$ cat src/hw/rtl/hrsp_pkg.sv
// types and constants of the http response status parser
// no dependencies
`default_nettype none

package hrsp_pkg;

    // one result item as it waits in the output queue
    typedef struct packed {
        logic              kind;
        logic signed [10:0] status_code;
        logic              has_body;
        logic [7:0]        body_byte;
        logic              end_of_run;
    } t_result;

    localparam logic KIND_STATUS = 1'b0;
    localparam logic KIND_BODY   = 1'b1;

    localparam logic signed [10:0] CODE_NONE      = -11'sd1;
    localparam logic signed [10:0] CODE_NO_STATUS = 11'sd502;
    localparam logic signed [10:0] CODE_MAX       = 11'sd1023;
    localparam logic signed [10:0] CODE_MIN       = -11'sd1024;

    localparam logic [7:0] CH_LF    = 8'h0A;
    localparam logic [7:0] CH_CR    = 8'h0D;
    localparam logic [7:0] CH_SPACE = 8'h20;
    localparam logic [7:0] CH_PLUS  = 8'h2B;
    localparam logic [7:0] CH_MINUS = 8'h2D;
    localparam logic [7:0] CH_ZERO  = 8'h30;
    localparam logic [7:0] CH_NINE  = 8'h39;
    localparam logic [7:0] CH_TAB   = 8'h09;

    // output queue, room for the two results of one item plus slack
    localparam int FIFO_DEPTH = 4;
    localparam int FIFO_AW    = 2;
    localparam int FIFO_CW    = 3;

    // whitespace as atoi sees it
    function automatic logic f_is_ws(input logic [7:0] c);
        return (c == CH_SPACE) || (c >= CH_TAB && c <= CH_CR);
    endfunction

    function automatic logic f_is_digit(input logic [7:0] c);
        return (c >= CH_ZERO) && (c <= CH_NINE);
    endfunction

endpackage

`default_nettype wire

$ cat src/hw/rtl/http_response_status_parser.sv
// Accepts one response byte per cycle and turns it into at most two result items,
// in the cycle after acceptance. Status line parsing, the header scan and body
// truncation are per-byte updates of a few registers; results go into a four-entry
// output queue. The first body byte of a packet yields the status item and the byte
// item together, so one extra item is queued once per packet; input is taken while
// the queue has room for two items, which keeps the rate at one item per cycle
// whenever the output side takes one item per cycle. The status code converter
// handles the kept characters combinationally. No clearing pass after reset.
// Depends on hrsp_pkg.
`default_nettype none

module http_response_status_parser #(
    parameter int MAX_BODY_BYTES = 100,
    parameter int CODE_CHARS     = 3
) (
    input  wire logic               i_clk,
    input  wire logic               i_rst_n,
    input  wire logic               i_in_valid,
    output logic                    o_in_ready,
    input  wire logic [7:0]         i_byte_in,
    input  wire logic               i_last_byte,
    output logic                    o_out_valid,
    input  wire logic               i_out_ready,
    output logic                    o_kind,
    output logic signed [10:0]      o_status_code,
    output logic                    o_has_body,
    output logic [7:0]              o_body_byte,
    output logic                    o_end_of_run
);
    import hrsp_pkg::*;

    localparam int CW = $clog2(CODE_CHARS + 1);
    localparam int BW = $clog2(MAX_BODY_BYTES + 1);

    // converter scan steps
    localparam logic [1:0] CV_SKIP   = 2'd0;
    localparam logic [1:0] CV_DIGITS = 2'd1;
    localparam logic [1:0] CV_STOP   = 2'd2;

    typedef enum logic [3:0] {
        PH_STATUS   = 4'b0001,
        PH_HEADER   = 4'b0010,
        PH_BODY_NEW = 4'b0100,
        PH_BODY     = 4'b1000
    } t_phase;

    // atoi over the kept characters, saturated to 11 bits
    function automatic logic signed [10:0] f_convert(
        input logic [CODE_CHARS-1:0][7:0] chars
    );
        logic [1:0]         st;
        logic               neg;
        logic [14:0]        v;
        logic [7:0]         c;
        logic signed [15:0] s;
        st  = CV_SKIP;
        neg = 1'b0;
        v   = '0;
        for (int i = 0; i < CODE_CHARS; i++) begin
            c = chars[i];
            if (st == CV_SKIP) begin
                if (!f_is_ws(c)) begin
                    if (c == CH_PLUS || c == CH_MINUS) begin
                        neg = (c == CH_MINUS);
                        st  = CV_DIGITS;
                    end else if (f_is_digit(c)) begin
                        v  = 15'(c - CH_ZERO);
                        st = CV_DIGITS;
                    end else begin
                        st = CV_STOP;
                    end
                end
            end else if (st == CV_DIGITS) begin
                if (f_is_digit(c)) begin
                    v = 15'(v * 15'd10 + 15'(c - CH_ZERO));
                end else begin
                    st = CV_STOP;
                end
            end
        end
        s = neg ? -$signed({1'b0, v}) : $signed({1'b0, v});
        if (s > 16'(CODE_MAX)) begin
            s = 16'(CODE_MAX);
        end else if (s < 16'(CODE_MIN)) begin
            s = 16'(CODE_MIN);
        end
        return 11'(s);
    endfunction

    t_phase                     r_phase, n_phase;
    logic                       r_in_window, n_in_window;
    logic [CODE_CHARS-1:0][7:0] r_code_chars, n_code_chars;
    logic [CW-1:0]              r_char_count, n_char_count;
    logic signed [10:0]         r_code_value, n_code_value;
    logic                       r_line_blank, n_line_blank;
    logic [BW-1:0]              r_body_count, n_body_count;
    logic                       r_held_valid, n_held_valid;
    logic [7:0]                 r_held_byte, n_held_byte;

    t_result                    r_fifo [FIFO_DEPTH];
    logic [FIFO_AW-1:0]         r_wptr, r_rptr;
    logic [FIFO_CW-1:0]         r_count;

    logic                       in_accept;
    logic                       out_pop;
    logic [1:0]                 push_num;
    t_result                    res0, res1, status_res, body_res;

    assign in_accept   = i_in_valid && o_in_ready;
    assign out_pop     = o_out_valid && i_out_ready;
    assign o_in_ready  = (r_count <= FIFO_CW'(FIFO_DEPTH - 2));
    assign o_out_valid = (r_count != '0);

    // per-byte parser update and result selection
    always_comb begin
        n_phase      = r_phase;
        n_in_window  = r_in_window;
        n_code_chars = r_code_chars;
        n_char_count = r_char_count;
        n_code_value = r_code_value;
        n_line_blank = r_line_blank;
        n_body_count = r_body_count;
        n_held_valid = r_held_valid;
        n_held_byte  = r_held_byte;
        push_num     = 2'd0;
        res0         = '0;
        res1         = '0;
        status_res   = '0;
        body_res     = '0;

        if (in_accept) begin
            unique case (r_phase)
                PH_STATUS: begin
                    if (i_byte_in == CH_LF) begin
                        if (r_code_value == CODE_NONE) begin
                            n_code_value = CODE_NO_STATUS;
                        end
                        n_phase      = PH_HEADER;
                        n_line_blank = 1'b1;
                    end else if (i_byte_in == CH_SPACE) begin
                        if (r_in_window) begin
                            n_code_value = f_convert(r_code_chars);
                        end
                        n_in_window = !r_in_window;
                    end else if (r_in_window && r_char_count < CW'(CODE_CHARS)) begin
                        for (int k = 0; k < CODE_CHARS; k++) begin
                            if (r_char_count == CW'(k)) begin
                                n_code_chars[k] = i_byte_in;
                            end
                        end
                        n_char_count = CW'(r_char_count + 1'b1);
                    end
                end
                PH_HEADER: begin
                    if (i_byte_in == CH_LF) begin
                        if (r_line_blank) begin
                            n_phase = PH_BODY_NEW;
                        end else begin
                            n_line_blank = 1'b1;
                        end
                    end else if (i_byte_in != CH_CR) begin
                        n_line_blank = 1'b0;
                    end
                end
                PH_BODY_NEW, PH_BODY: begin
                    n_phase = PH_BODY;
                end
                default: begin
                    n_phase = r_phase;
                end
            endcase

            status_res.kind        = KIND_STATUS;
            status_res.status_code = n_code_value;
            body_res.kind          = KIND_BODY;

            if (r_phase == PH_BODY_NEW || r_phase == PH_BODY) begin
                // body byte: pass, hold the final kept one, or drop
                if (r_body_count < BW'(MAX_BODY_BYTES)) begin
                    if (r_body_count == BW'(MAX_BODY_BYTES - 1) && !i_last_byte) begin
                        n_held_byte  = i_byte_in;
                        n_held_valid = 1'b1;
                    end else begin
                        body_res.body_byte  = i_byte_in;
                        body_res.end_of_run = i_last_byte;
                        push_num            = 2'd1;
                    end
                    n_body_count = BW'(r_body_count + 1'b1);
                end else if (i_last_byte && r_held_valid) begin
                    body_res.body_byte  = r_held_byte;
                    body_res.end_of_run = 1'b1;
                    push_num            = 2'd1;
                end
                if (r_phase == PH_BODY_NEW) begin
                    status_res.has_body = 1'b1;
                    res0     = status_res;
                    res1     = body_res;
                    push_num = 2'(push_num + 1'b1);
                end else begin
                    res0 = body_res;
                end
            end else if (i_last_byte) begin
                // packet ended before any body byte
                status_res.end_of_run = 1'b1;
                res0     = status_res;
                push_num = 2'd1;
            end

            // end of packet returns the parser state to its reset values
            if (i_last_byte) begin
                n_phase      = PH_STATUS;
                n_in_window  = 1'b0;
                n_code_chars = '0;
                n_char_count = '0;
                n_code_value = CODE_NONE;
                n_line_blank = 1'b0;
                n_body_count = '0;
                n_held_valid = 1'b0;
                n_held_byte  = '0;
            end
        end
    end

    // parser state registers
    always_ff @(posedge i_clk) begin
        if (!i_rst_n) begin
            r_phase      <= PH_STATUS;
            r_in_window  <= 1'b0;
            r_code_chars <= '0;
            r_char_count <= '0;
            r_code_value <= CODE_NONE;
            r_line_blank <= 1'b0;
            r_body_count <= '0;
            r_held_valid <= 1'b0;
            r_held_byte  <= '0;
        end else begin
            r_phase      <= n_phase;
            r_in_window  <= n_in_window;
            r_code_chars <= n_code_chars;
            r_char_count <= n_char_count;
            r_code_value <= n_code_value;
            r_line_blank <= n_line_blank;
            r_body_count <= n_body_count;
            r_held_valid <= n_held_valid;
            r_held_byte  <= n_held_byte;
        end
    end

    // output queue storage
    always_ff @(posedge i_clk) begin
        if (push_num != 2'd0) begin
            r_fifo[r_wptr] <= res0;
        end
        if (push_num == 2'd2) begin
            r_fifo[FIFO_AW'(r_wptr + 1'b1)] <= res1;
        end
    end

    // output queue pointers and fill count
    always_ff @(posedge i_clk) begin
        if (!i_rst_n) begin
            r_wptr  <= '0;
            r_rptr  <= '0;
            r_count <= '0;
        end else begin
            r_wptr  <= FIFO_AW'(r_wptr + push_num);
            r_rptr  <= FIFO_AW'(r_rptr + out_pop);
            r_count <= FIFO_CW'(r_count + push_num - out_pop);
        end
    end

    // head of the queue drives the result ports
    assign o_kind        = r_fifo[r_rptr].kind;
    assign o_status_code = r_fifo[r_rptr].status_code;
    assign o_has_body    = r_fifo[r_rptr].has_body;
    assign o_body_byte   = r_fifo[r_rptr].body_byte;
    assign o_end_of_run  = r_fifo[r_rptr].end_of_run;

endmodule

`default_nettype wire

$ cat config.mk
export PLATFORM = sky130hd
export DESIGN_NAME = http_response_status_parser
export DESIGN_NICKNAME = d
export VERILOG_FILES = /design/src/hw/rtl/hrsp_pkg.sv /design/src/hw/rtl/http_response_status_parser.sv
export SDC_FILE = /design/constraint.sdc
export NUM_CORES = 1
export LEC_CHECK = 0
export BUFFER_PORTS_ARGS = -buffer_cell sky130_fd_sc_hd__buf_2
export CORE_MARGIN = 5
export CORE_UTILIZATION = 58
export CTS_CLUSTER_DIAMETER = 60
export CTS_CLUSTER_SIZE = 10
export DETAILED_ROUTE_END_ITERATION = 16
export PLACE_DENSITY = 0.75
export SYNTH_ARGS = -nofsm -noshare
export SYNTH_HDL_FRONTEND = slang
export SYNTH_SLANG_ARGS = --single-unit
export TNS_END_PERCENT = 50
$ cat constraint.sdc
create_clock -name i_clk -period 9.9 [get_ports i_clk]
set_input_delay 0.495 -clock i_clk [delete_from_list [all_inputs] [get_ports i_clk]]
set_output_delay 0.495 -clock i_clk [all_outputs]
set_load 0.01 [all_outputs]
# Word level (Yosys, flattened, before mapping)

Memory sizes are Yosys's and may differ from the RTL's. A register that Yosys moved wholly into a read port is not among the register bits.
Index checks and enable logic that the tools add are counted.

$add $sub $neg: 14
Multiply operators: 2
Magnitude comparators: 17
Eq/ne operators: 29
Multiplexer cells: 133
Reduce and logical (&&, ||, !) cells: 46

Operator list:

| operator                | number |
|---|---|
| $mux W15                | 30 |
| $mux W22                | 6 |
| $mux W24                | 5 |
| $mux W11                | 8 |
| $eq A8 B6 Y1 const B    | 10 |
| $mux W2                 | 31 |
| $mux W8                 | 7 |
| $mux W1                 | 32 |
| $add A15 B15 Y15        | 2 |
| $mul A15 B3 Y14 const B | 2 |
| $mux W9                 | 3 |
| $sub A8 B6 Y9 const B   | 3 |
| $ge A8 B4 Y1 const B    | 3 |
| $ge A8 B6 Y1 const B    | 3 |
| $le A8 B4 Y1 const B    | 3 |
| $le A8 B6 Y1 const B    | 3 |
| $mux W21                | 1 |
| $mux W7                 | 3 |
| $reduce_bool A2 Y1      | 10 |
| $reduce_and A6 Y1       | 3 |
| $gt A16 B11 Y1 const B  | 1 |
| $lt A16 B11 Y1 const B  | 1 |
| $mux W16                | 1 |
| $mux W4                 | 4 |
| other kinds (35)        | 66 |

Bits in registers: 66
Memory bits (writable): 88
Output and inout bits: 24
Logic and storage cells: 256
Memories kept: 1

Memories:

| memory | depth | width | read ports | clocked after memory_dff | wr ports | RTL line                           | text |
|---|---|---|---|---|---|---|---|
| r_fifo | 4     | 22    | 1          | 1                        | 2        | http_response_status_parser.sv:100 | `t_result r_fifo [FIFO_DEPTH];` |

# Longest topological paths before layout

Gate-level depths: netlist (run 1).

Depth in word-level cells: 42
Mapped depth: 43

# Worst setup path before layout (run 1)

OpenSTA, ideal clock, no wires.

Path kind: register -> register
Start: register r_code_chars[4] in the netlist's numbering
End: memory r_fifo[0][15] in the netlist's numbering
Setup time: 0.127 ns
Arrival time: 7.759 ns
Data required time: 9.773 ns
Path slack: 2.014 ns
Stages on the path, launching flop included: 39
Path buffers: 0
Period minus slack after synthesis: 7.886 ns
Cells stage by stage: dfxtp_1 -> inv_1 -> ha_1 -> o211ai_1 -> nand2b_1 -> nand3_1 -> nor3b_1 -> mux2i_1 -> ha_1 -> inv_1 -> fa_1 -> xnor2_1 -> ha_1 -> a21o_1 -> nor3_1 -> o21ai_0 -> o211a_1 -> a221oi_1 -> [... 3 more ...] -> a21oi_1 -> o21bai_1 -> a21oi_1 -> xnor2_1 -> ha_1 -> a2111oi_0 -> o31ai_1 -> o211ai_1 -> o21ai_0 -> xor2_1 -> nor4_1 -> a31oi_1 -> a21oi_1 -> nor3_1 -> nor2_1 -> o31ai_4 -> a31oi_1 -> o21ai_1

RTL lines:

| what                     | RTL line                           | text |
|---|---|---|
| start: declaration       | http_response_status_parser.sv:92  | `logic [CODE_CHARS-1:0][7:0] r_code_chars, n_code_chars;` |
| start signal: assignment | http_response_status_parser.sv:239 | `r_code_chars <= n_code_chars;` |
| end: declaration         | http_response_status_parser.sv:100 |  |

==> results of run 1 <==
-- metrics by stage --
stage,cells,utilization (%)
floorplan,1353,-
detailed placement,1608,61.3
CTS,1640,64.4
global placement,1608,61.3
global route,1640,64.5
finish,1640,64.5
-- area by class of cell --
| type | count | share of cell area (%) |
|---|---|---|
| clock buffers | 17 | 3.36 |
| multi-input cells | 1093 | 61.5 |
| inverters | 49 | 1.45 |
| well taps | 265 | 2.62 |
| repair buffers | 47 | 2.08 |
| flip-flops and latches | 154 | 27.5 |
| clock inverters | 15 | 1.42 |
-- worst paths after layout --
kind	startpoint	end	cells after the start
min	i_byte_in[2]	r_held_byte[2]	3
min reg2reg	r_fifo[2][15]	r_fifo[2][15]	2
max reg2reg	r_code_chars[4]	r_fifo[3][16]	35
max	r_code_chars[4]	r_fifo[3][16]	35
-- per-layer routing --
metal	vias up	share of wire (%)
met4	0	3.0
met5	-	0
li1	5117	-
met2	444	49
met1	5078	42
met3	77	6.1
-- cell usage in the layout, fill, tap and decap left out, types with 9 or more instances in the layout --
master / count
buf_4: 11
inv_1: 49
nor3_1: 29
a31oi_1: 39
edfxtp_1: 40
ha_1: 81
mux4_2: 22
or3_1: 12
o21a_1: 19
nand4_1: 19
a21o_1: 19
and3_1: 13
o31ai_1: 9
nor2_1: 120
and2_1: 36
clkbuf_16: 17
a211oi_1: 10
xnor2_1: 36
o21ai_1: 10
buf_2: 36
nand3_1: 33
a21oi_1: 79
o21ai_0: 60
nand2_1: 84
nand2b_1: 13
nor2b_1: 55
a22oi_1: 55
nor4_1: 17
o211ai_1: 15
dfxtp_1: 114
mux2i_1: 31
xor2_1: 30
-- registers in the layout, indices dropped and copies added, names as in the netlist --
signal,cells
r_code_chars,24
r_in_window,1
r_line_blank,1
r_fifo,88
r_body_count,7
r_wptr,2
r_rptr,2
r_code_value,11
r_held_byte,8
r_count,3
r_phase,4
r_char_count,2
r_held_valid,1
-- logic make-up (layout without fill, tap and decap cells) --
logic type | count (synthesis) | after routing | share of synthesized area [%]
compound gates | 414 | 414 | 24.2
xor+xnor | 66 | 66 | 4.97
fa+ha+maj | 85 | 85 | 9.39
buf+inv | 106 | 128 | 3.54
flops | 154 | 154 | 29.9
mux | 55 | 55 | 7.12
other cells | 1 | 2 | 0.0322
simple gates | 471 | 471 | 20.8
-- timing repair --
action                                 in CTS  in global routing
setup endpoints to repair                   0                 53
gates resized for setup                     0                  7
endpoints found under the hold margin       0                  0
-- worst register-to-register path, delay by kind of cell (launching register included) --
family                   cells  cell delay, ps
AO/OA/AOI/OAI               13            3160
XOR/XNOR                     3             530
adder cells (fa/ha/maj)      7            2090
buffers and inverters        2             160
flip-flops                   1             450
multiplexers                 1             230
AND/OR/NAND/NOR              9            2420
-- where the power goes --
part / internal (mW) / total [mW] / leakage [nW] / switching, mW
combinational: 0.185 / 0.401 / 3.42 / 0.216
clock: 0.383 / 0.667 / 0.296 / 0.284
sequential: 0.698 / 0.743 / 1.33 / 0.0452
total: 1.27 / 1.81 / 5.05 / 0.545
==> flow_summary_export.csv, run 1 <==
group,metric,value,unit
run_status,status,"finished clean",
route,routed_via_density,6.53,
pwr,power.total,1.81,mW
sta,timing.final.crit_period,9120,ps
logic_synthesis,synth_cell_types,82,
critical_path,cpMaxStageDelayCell,"or3_1",
critical_path,cp-start-kind,"register",
route,vias,10700,
placed_design,numPortBuffers,36,
logic_synthesis,synth.most_common_cell,"nor2_1",
grt,antenna_found_initial,0,
critical_path,critPathMaxStageDelay,500,ps
grt,grtUsageTotal,27.3,%
floorplan,dieArea,0.0230,mm^2
logic_synthesis,syn_avg_cell_area,8.61,um^2
hold_path,hold_path_class,"in -> reg",
route,finalWirelength,31000,um
grt,met3_usage,3.30,%
sta,tightest_slew,1140,ps
grt,met1_usage,34.2,%
route,ant_nets,0,
sta,whs,404,ps
route,first_pass_iters,7,
critical_path,required,10250,ps
critical_path,critPathTopFamily,"compound AO/OA/AOI/OAI gates",
sta,setup_slack,785,ps
floorplan,die_w,152,um
layout,seq_area,0.00348,mm^2
placed_design,gp_congestion,0.960,
sta,relSlewSlack,23.7,%
grt,grt_start_max_net_pins,51,
pwr,power_leakage,5.05,nW
floorplan,start_util,59.4,%
logic_synthesis,synth_area,0.0116,mm^2
cts,cts_hold_buf,0,
cts,cts_tree,"done",
cts,cts_made_buffers,17,
critical_path,crit_top_cell,"ha_1",
sta,fin_setup_tns,0,ps
sta,rsz0062_at_grt,"no",
logic_synthesis,synth_top_cell_by_area,"dfxtp_1",
layout,multiInputGateArea,0.00778,mm^2
cts,htreeDepth,4,
cts,post_cts_buffers,0,
grt,grt_use_met2,48.4,%
logic_synthesis,synth_commonest_cells,"nor2_1, dfxtp_1, nand2_1",
sta,hold_viol,0,
sta,report.final.slew_viol_count,0,
logic_synthesis,synthFlopType,"dfxtp_1",
floorplan,core,0.0196,mm^2
layout,antenna-diode-count,0,
grt,grt-ovfl-total,0,
layout,syn2layout_area_growth,8.63,%
sta,fin_worst_skew,9.16,ps
layout,final_nets,1460,
critical_path,reg2reg_slack,780,ps
floorplan,num_rows,51,
layout,drive_gt1_share,9.67,%
route,wire_per_inst,18.9,um
layout,fill_cells,1710,
logic_synthesis,synth_cells,1352,
pwr,p_per_area,143,mW/mm^2
sta,max_freq,110,MHz
cts,cts_sinks,154,
route,route.detailed.drc,0,
pwr,vdd.ir_drop.worst,117,uV
critical_path,crit_path_max_fanout,8,
placed_design,dp_slack,625,ps
logic_synthesis,synth-seq-cells,154,
logic_synthesis,synth_top_area_share,19.6,%
placed_design,hpwl,23200,um
placed_design,placed_area,0.0120,mm^2
critical_path,arrival,9470,ps
critical_path,path_class,"reg -> reg",
critical_path,crit_buf_inv,2,
job,drv_cap,0,
cts,root_buffer,"clkbuf_16",
floorplan,ios,37,
critical_path,worstSetupEndpointType,"register",
layout,post-route-cell-area,0.0126,mm^2
sta,final-setup-viol-count,0,
grt,grt_pass1_vias,10200,
floorplan,die_y,152,um
route,drtIter0Drc,1040,
logic_synthesis,synth_edf_count,40,
grt,grt_pass1_wl,50900,um
grt,busiest_layer,"met2",
cts,clockBufferDepth,2,
logic_synthesis,ys_seq_area_share,29.9,%
sta,period_share,92.1,%
logic_synthesis,ys.warnings.count,0,
cts,clkTransAtPathRegs,70,ps
cts,insertion_delay,420,ps
logic_synthesis,synthArstFlopShare,0,%
logic_synthesis,synthTopCellsByArea,"dfxtp_1, edfxtp_1, ha_1, mux4_2, nor2_1",
Note: power is estimated with default switching activity, not from simulation.
==> run 2: changes to the inputs <==
- CORE_MARGIN: 5 -> 2
- clock period: 9.9 -> 8.5 ns (I/O delays scaled with it)
==> run 2 against run 1 <==
  * Fmax increased by 13%
  * First-iteration DRC count decreased by 18%
  * Sequential power is 17% higher
  * Cell area is 3.8% higher
  * Clock-buffer cell count stayed put
  * Routed wire length is 4.1% higher
  * Clock skew grew 3.5 ps
  * Flip-flop and latch count stayed put
  * Global-route usage increased by 2.4 points
  * Clock power up 4.9%
  * Critical path depth grew 6
  * Non-clock buffer count is 44 higher
  * Largest power group unchanged
==> flow_summary_export.csv, run 2 (same netlist as run 1, synthesis figures left out) <==
group,metric,value,unit
critical_path,path_class,"reg -> reg",
route,vias,10900,
sta,timing.final.crit_period,8100,ps
placed_design,dp_cells,1643,
placed_design,dp_slack,-260,ps
grt,grt-ovfl-total,0,
critical_path,crit_top_cell,"ha_1",
sta,tightest_slew,1230,ps
critical_path,crit_path_max_fanout,5,
sta,whs,335,ps
placed_design,hpwl,23700,um
critical_path,critPathMaxStageDelay,520,ps
run_status,status,"finished clean",
floorplan,die_y,146,um
pwr,p_per_area,156,mW/mm^2
cts,cts_sinks,154,
layout,final_common_cell,"nor2_1",
grt,grt_pass1_wl,52300,um
cts,cts_made_buffers,17,
layout,final_nets,1504,
placed_design,gp_congestion,0.971,
route,wire_per_inst,19.2,um
route,drtIter0Drc,851,
sta,fin_worst_skew,12.7,ps
sta,period_share,95.3,%
critical_path,cp-start-kind,"register",
layout,finalNonFillerCells,1684,
cts,clkTransAtPathRegs,70,ps
layout,post-route-util,67.0,%
layout,post-route-cell-area,0.0131,mm^2
layout,fill_cells,1622,
route,first_pass_iters,6,
layout,largest_reg_flops,88,
layout,layout_common_cells,"nor2_1, dfxtp_1, nand2_1, a21oi_1, ha_1",
hold_path,hold_path_class,"in -> reg",
cts,cts_tree,"done",
floorplan,ios,37,
sta,fin_setup_tns,0,ps
grt,grt_pass1_vias,10400,
critical_path,required,8840,ps
pwr,clkPwrFrac,34.1,%
route,ant_nets,0,
floorplan,core,0.0196,mm^2
floorplan,die_w,146,um
critical_path,arrival,8440,ps
route,finalWirelength,32300,um
layout,drive_gt1_share,14.9,%
layout,antenna-diode-count,0,
grt,grtUsageTotal,29.6,%
layout,syn2layout_area_growth,12.7,%
layout,seq_area,0.00349,mm^2
sta,hold_viol,0,
grt,grt_start_max_net_pins,51,
cts,htreeDepth,4,
route,routed_via_density,6.50,
cts,insertion_delay,420,ps
placed_design,numPortBuffers,36,
pwr,power.share.switching,30.9,%
floorplan,num_rows,51,
placed_design,placed_area,0.0123,mm^2
layout,multiInputGateArea,0.00798,mm^2
sta,final-setup-viol-count,0,
critical_path,cpMaxStageDelayCell,"or4b_4",
sta,max_freq,123,MHz
sta,setup_slack,400,ps
pwr,power.total,2.05,mW
pwr,power_leakage,5.26,nW
sta,report.final.slew_viol_count,0,
grt,antenna_found_initial,0,
pwr,netSwitchingPower,633,uW
layout,reg_top3,"r_fifo x88, r_code_chars x24, r_code_value x11",
route,route.detailed.drc,0,
pwr,p_comb_share,23.7,%
pwr,internal_power,1.42,mW
floorplan,start_util,59.4,%
layout,top_register,"r_fifo",
cts,clockBufferDepth,2,
job,drv_cap,0,
critical_path,worstSetupEndpointType,"register",
sta,relSlewSlack,17.1,%
floorplan,dieArea,0.0212,mm^2
cts,root_buffer,"clkbuf_16",
pwr,power_frac_seq,42.2,%
pwr,vdd.ir_drop.worst,130,uV
## run 2: cell types whose count changed in the layout (fill, tap and decap cells not counted), moves of 4 or more
cell | before | now
ha_1 | 81 | 74
o21ai_1 | 10 | 21
ha_2 | 0 | 4
a21oi_1 | 79 | 75
o21ai_0 | 60 | 49
buf_4 | 11 | 54
## run 2: final cells by class
| class | count | area share [%] |
|---|---|---|
| clock buffers | 17 | 3.24 |
| clock inverters | 15 | 0.896 |
| inverters | 49 | 1.40 |
| repair buffers | 91 | 4.55 |
| well taps | 265 | 2.53 |
| multi-input cells | 1093 | 60.8 |
| flip-flops and latches | 154 | 26.6 |
## run 2: path summary, 6_finish.rpt
check                                      end             from  cells past startpoint  slack, ps
worst max register to register   r_fifo[1][10]  r_code_chars[4]                     41        400
worst max-delay path             r_fifo[1][10]  r_code_chars[4]                     41        400
worst min-delay path            r_held_byte[3]     i_byte_in[3]                      3        340
worst min register to register   r_fifo[2][15]    r_fifo[2][15]                      2        450
## run 2: power by group through the flow
stage / Sequential, mW / Combinational, mW / Clock (mW)
floorplan: 0.857 / 0.357 / 0
global placement: 0.876 / 0.461 / 0
detailed placement: 0.879 / 0.476 / 0
CTS: 0.865 / 0.478 / 0.700
global route: 0.874 / 0.537 / 0.732
finish: 0.866 / 0.485 / 0.700
## run 2: per-layer routing
| layer | global-route usage, % | vias to the layer above | wire, um |
|---|---|---|---|
| li1 | - | 5205 | - |
| met1 | 37.3 | 5233 | 13500 |
| met2 | 52.5 | 423 | 16200 |
| met3 | 3.64 | 80 | 1640 |
| met4 | 10.3 | 0 | 905 |
| met5 | 0 | - | 0 |
## run 2: critical path, delay by kind of cell (launching register included)
family	cells	cell delay [ps]
fa+ha+maj	8	2060
buf+inv	6	650
simple gates	11	1930
compound gates	13	2540
flops	1	310
xor+xnor	3	520
## run 2: what timing repair did
action,in CTS,in global routing
pin swaps,0,23
gates resized for setup,5,54
buffers inserted,0,9
setup endpoints to repair,53,55
hold buffers,0,0
